--- src/sv/qbg_pkg.sv ---
// qbg_pkg: shared widths, angle constants, arctangent table and pipeline
// record types for the quaternion body-to-global unit.
// No dependencies.
`default_nettype none
package qbg_pkg;

  // Field widths
  localparam int QW = 16;   // quaternion component, Q2.14
  localparam int BW = 24;   // body / global vector, Q12.12
  localparam int HW = 16;   // heading, Q3.13

  // Internal widths
  localparam int PW  = 32;  // quaternion products, Q.28
  localparam int RW  = 34;  // matrix entries and yaw operands, Q.28
  localparam int MW  = RW + BW;  // matrix entry times body component
  localparam int SW  = MW + 2;   // dot product sum with rounding
  localparam int CW  = 36;  // CORDIC x / y
  localparam int ZW  = 34;  // CORDIC angle, Q.29 radians
  localparam int AW  = 37;  // angle plus heading and wrap

  localparam int CORDIC_STAGES_DEF = 16;
  localparam int ATAN_ENTRIES      = 24;

  localparam logic signed [AW-1:0] ANG_PI     = 37'sd1686629713;
  localparam logic signed [AW-1:0] ANG_TWO_PI = 37'sd3373259426;

  // round(atan(2^-i) * 2^29)
  function automatic logic signed [ZW-1:0] atan_at(input int idx);
    logic signed [ZW-1:0] v;
    case (idx)
      0:  v = 34'sd421657428;
      1:  v = 34'sd248918915;
      2:  v = 34'sd131521918;
      3:  v = 34'sd66762579;
      4:  v = 34'sd33510843;
      5:  v = 34'sd16771758;
      6:  v = 34'sd8387925;
      7:  v = 34'sd4194219;
      8:  v = 34'sd2097141;
      9:  v = 34'sd1048575;
      10: v = 34'sd524288;
      11: v = 34'sd262144;
      12: v = 34'sd131072;
      13: v = 34'sd65536;
      14: v = 34'sd32768;
      15: v = 34'sd16384;
      16: v = 34'sd8192;
      17: v = 34'sd4096;
      18: v = 34'sd2048;
      19: v = 34'sd1024;
      20: v = 34'sd512;
      21: v = 34'sd256;
      22: v = 34'sd128;
      23: v = 34'sd64;
      default: v = '0;
    endcase
    return v;
  endfunction

  // Vector and angle handed from cell to cell
  typedef struct packed {
    logic                 vld;
    logic signed [CW-1:0] x;
    logic signed [CW-1:0] y;
    logic signed [ZW-1:0] z;
  } cordic_t;

  // Rotation result plus side data riding along the CORDIC chain
  typedef struct packed {
    logic signed [BW-1:0] gx;
    logic signed [BW-1:0] gy;
    logic                 sat;
    logic signed [HW-1:0] hd;
    logic                 zero;
  } rot_t;

endpackage
`default_nettype wire

--- src/sv/qbg_cordic_cell.sv ---
// qbg_cordic_cell: one vectoring CORDIC micro-rotation with its register.
// Depends on qbg_pkg.
`default_nettype none
module qbg_cordic_cell
  import qbg_pkg::*;
#(
  parameter int STAGE = 0
) (
  input  wire logic    clk_i,
  input  wire logic    rst_ni,
  input  wire cordic_t cell_i,
  output cordic_t      cell_o
);

  logic                 vld_q;
  logic signed [CW-1:0] x_q, x_d, y_q, y_d;
  logic signed [ZW-1:0] z_q, z_d;
  logic signed [CW-1:0] dx, dy;

  // Rotate toward the x axis, sign of y picks the direction
  always_comb begin
    dx = cell_i.y >>> STAGE;
    dy = cell_i.x >>> STAGE;
    if (!cell_i.y[CW-1]) begin
      x_d = cell_i.x + dx;
      y_d = cell_i.y - dy;
      z_d = cell_i.z + atan_at(STAGE);
    end else begin
      x_d = cell_i.x - dx;
      y_d = cell_i.y + dy;
      z_d = cell_i.z - atan_at(STAGE);
    end
  end

  always_ff @(posedge clk_i or negedge rst_ni) begin
    if (!rst_ni) begin
      vld_q <= 1'b0;
    end else begin
      vld_q <= cell_i.vld;
    end
  end

  always_ff @(posedge clk_i) begin
    x_q <= x_d;
    y_q <= y_d;
    z_q <= z_d;
  end

  assign cell_o = '{vld: vld_q, x: x_q, y: y_q, z: z_q};

endmodule
`default_nettype wire

--- config.mk ---
export PLATFORM = sky130hd
export DESIGN_NAME = qbg_cordic_cell
export DESIGN_NICKNAME = d
export VERILOG_FILES = /design/src/sv/qbg_pkg.sv /design/src/sv/qbg_cordic_cell.sv
export SDC_FILE = /design/constraint.sdc
export NUM_CORES = 1
export LEC_CHECK = 0
export BUFFER_PORTS_ARGS = -buffer_cell sky130_fd_sc_hd__buf_4
export CELL_PAD_IN_SITES_DETAIL_PLACEMENT = 0
export CELL_PAD_IN_SITES_GLOBAL_PLACEMENT = 2
export CORE_ASPECT_RATIO = 0.75
export CORE_MARGIN = 3
export CORE_UTILIZATION = 34
export DETAILED_ROUTE_END_ITERATION = 10
export PLACE_DENSITY_LB_ADDON = 0.1
export SYNTH_ARGS = -nofsm -noshare
export SYNTH_HDL_FRONTEND = slang
export SYNTH_SLANG_ARGS = --single-unit
--- constraint.sdc ---
create_clock -name clk_i -period 1.4 [get_ports clk_i]
set_input_delay 0.28 -clock clk_i [delete_from_list [all_inputs] [get_ports clk_i]]
set_output_delay 0.28 -clock clk_i [all_outputs]
set_load 0.005 [all_outputs]
==> impl_metrics.py <==
metrics = {
    "outcome": {
        "outcome": "complete, but fails checks",
        "violations": "negative setup slack",
    },
    "pwr": {
        "clkPwrFrac_pct": 17.1,
        "ir_drop_mv": 0.598,
        "power.leakage_nw": 8.67,
        "seq_power_share_pct": 25.5,
        "p_sw_w": 0.00588,
        "power_frac_comb_pct": 57.4,
        "p_int_w": 0.00973,
        "pwr_density_cell_mw_per_mm2": 829,
        "swShare_pct": 37.7,
    },
    "placed_design": {
        "dp_slack_ns": -1.66,
        "placed_cells": 2299,
        "portBuffers": 215,
        "gp_congestion": 0.944,
        "placed_area_mm2": 0.0161,
        "post-dp-hpwl_um": 34000,
    },
    "routing": {
        "drt_iter0_markers": 856,
        "ant_nets": 0,
        "routedWlPerCell_um": 18.5,
        "vias": 12400,
        "wl_um": 44000,
        "vias_per_cell": 5.19,
        "drc": 0,
        "drtPass1Iterations": 5,
    },
    "floorplan": {
        "fp.dieW_um": 204,
        "ios": 216,
        "dieHeight_um": 154,
        "die-area_mm2": 0.0315,
        "rows": 53,
        "core_mm2": 0.0284,
        "start_util_pct": 35.1,
    },
    "critical_path": {
        "slowest_delay_ns": 0.45,
        "crit_fanout": 2,
        "worstPathRequired_ns": 1.70,
        "end_kind": "register",
        "setup.worst_path.start_class": "primary input",
        "path_class": "primary input to register",
        "worstPathArrival_ns": 2.81,
        "cp_slowest_cell": "or4_4",
        "path_cells": "buf_8, inv_8, ha_4, fa_2, nand3b_1, a21oi_2, o31ai_2, a21oi_2, a31oi_2, or4_4, a31oi_2, o32ai_1, xnor2_1",
    },
    "timing": {
        "finalHoldViolCount": 0,
        "fin_crit_ns": 2.51,
        "worstMarginPinSlew_ns": 0.613,
        "fin_crit_sh_pct": 179,
        "setup_ws_ns": -1.11,
        "finalSetupViolCount": 89,
        "slew_violations": 0,
        "rsz0062_at_grt": "true",
        "clock.fmax_mhz": 399,
        "slew_headroom_pct": 59.1,
    },
    "yosys": {
        "synth.distinct_cells": 78,
        "syn_nets": 1544,
        "synth_ff_type": "dfxtp_1",
        "yosysSeqAreaShare_pct": 21.3,
        "postSynthAreaPerCell_um2": 7.70,
        "ys_seq_elements": 106,
        "synthCells": 1296,
        "yosys_warnings": 0,
        "postSynth.asyncResetShare_pct": 0.943,
        "synth_edf_count": 0,
        "synthesis.area_mm2": 0.00998,
    },
    "cells_and_area": {
        "utilization_pct": 66.2,
        "drive_gt1_share_pct": 54.2,
        "nets": 2238,
        "fin_area_mm2": 0.0188,
        "final_cell_mix": "buf_4, dfxtp_1, inv_1, a21oi_1, ha_1",
        "layout.cells.non_filler": 2380,
        "final_common_cell": "buf_4",
        "antenna_cells": 0,
        "areaGrowthSynthToFinish_pct": 88.7,
    },
    "global_route": {
        "first_global_vias": 12000,
        "grt_max_degree": 63,
        "grt_pass1_wl_um": 66200,
        "grt.met2_usage_pct": 38.4,
        "grtUsageMet1_pct": 39.9,
        "grt_overflow": 0,
        "use_met3_pct": 5.93,
        "gr-max-usage-layer": "met1",
        "grt_usage_pct": 26.5,
        "antenna_found_initial": 0,
    },
    "run": {
        "drv_cap": 0,
    },
    "hold_path": {
        "hold_class": "primary input to register",
    },
    "clocking": {
        "clockBufferDepth": 2,
        "htree_levels": 3,
        "root_buffer": "clkbuf_16",
        "cts_buffers": 9,
        "clk_pin_slew_ns": 0.09,
        "cts_tree": "built",
        "clock-sinks": 106,
    },
}
-- timing repair --
action,in CTS,in global routing
hold buffers,4,0
gates resized for setup,232,164
pin swaps,142,142
endpoints found under the setup margin,90,91
hold endpoints to repair,4,0
buffers inserted,31,38
cloned,2,0
-- layer usage --
layer | vias to the layer above | share of wire [%]
met2 | 384 | 43
met3 | 42 | 6.9
met4 | 0 | 1.4
met1 | 5916 | 49
li1 | 6014 | -
met5 | - | 0
-- registers in the layout, summed over array words and instances (netlist names) --
name and flops:
x_q 36, y_q 35, z_q 34, vld_q 1
-- final timing paths --
| path | from | to | depth (start not counted) | slack, ns |
|---|---|---|---|---|
| max | cell_i[70] | x_q[32]$_DFF_P_ | 13 | -1.11 |
| min in group asynchronous | rst_ni | vld_q$_DFF_PN0_ | 2 | 0.22 |
| min | cell_i[105] | y_q[35]$_DFF_P_ | 2 | 0.12 |
| max in group asynchronous | rst_ni | vld_q$_DFF_PN0_ | 2 | 1.10 |
-- worst max-delay path: cells and delay by family --
family,cells,cell delay (ns)
xor+xnor,1,0.24
buf+inv,2,0.12
fa+ha+maj,2,0.50
simple gates,2,0.67
compound gates,6,1.01
-- cells by family (layout without fill, tap and decap cells) --
group	Yosys count	count (layout)	synth area share [%]
AO/OA/AOI/OAI	460	460	29.4
XOR/XNOR	97	97	8.51
adder cells (fa/ha/maj)	139	139	17.7
buffers and inverters	167	866	6.74
flip-flops	106	106	21.3
multiplexers	13	13	1.32
AND/OR/NAND/NOR	314	314	15.0
-- power by group through the flow --
| stage | Sequential, W | Clock, W | Combinational (W) |
|---|---|---|---|
| floorplan | 0.00407 | 0 | 0.00338 |
| global placement | 0.00405 | 0 | 0.00734 |
| detailed placement | 0.00405 | 0 | 0.00739 |
| CTS | 0.00399 | 0.00276 | 0.00819 |
| global route | 0.00405 | 0.00286 | 0.00958 |
| finish | 0.00399 | 0.00267 | 0.00896 |
-- per-stage QoR --
| stage | total power, W | hold WS [ns] | setup TNS (ns) |
|---|---|---|---|
| detailed placement | 0.0114 | 0.0585 | -107.62 |
| floorplan | 0.00745 | -0.0156 | -60.35 |
| global placement | 0.0114 | 0.0548 | -104.98 |
| CTS | 0.0149 | 0.100 | -54.57 |
| global route | 0.0165 | 0.117 | -66.36 |
| finish | 0.0156 | 0.118 | -59.69 |
-- final cells by class --
type	instances	area, um2
Clock buffer	9	225
Timing Repair inverter	1	8.76
Sequential cell	106	2130
Clock inverter	7	67.6
Inverter	117	536
Fill cell	2395	9610
Multi-Input combinational cell	1023	9350
Timing Repair Buffer	732	6040
Tap cell	385	482
-- cell usage after synthesis, types with 7 or more instances --
cell type,count,area share (%)
mux2i_1,12,1.2
xor2_1,14,1.2
o21a_1,8,0.60
nor2_1,105,3.9
buf_2,7,0.35
nor2b_1,17,1.1
nor3_1,28,1.4
nand3_1,17,0.85
inv_1,113,4.2
dfxtp_1,105,21
a21o_1,45,3.4
o21bai_1,20,1.5
o31ai_1,22,1.7
a21oi_1,146,7.3
ha_1,135,17
nor4_1,13,0.81
nand2b_1,15,0.94
xnor2_1,83,7.3
and3_1,7,0.44
nand2_1,71,2.7
o21ai_0,83,4.2
a211oi_1,19,1.4
o211ai_1,12,0.90
buf_1,10,0.38
nand4_1,12,0.75
o21ai_1,14,0.70
clkbuf_1,26,0.98
a31oi_1,20,1.3
Note: power is estimated with default switching activity, not from simulation.
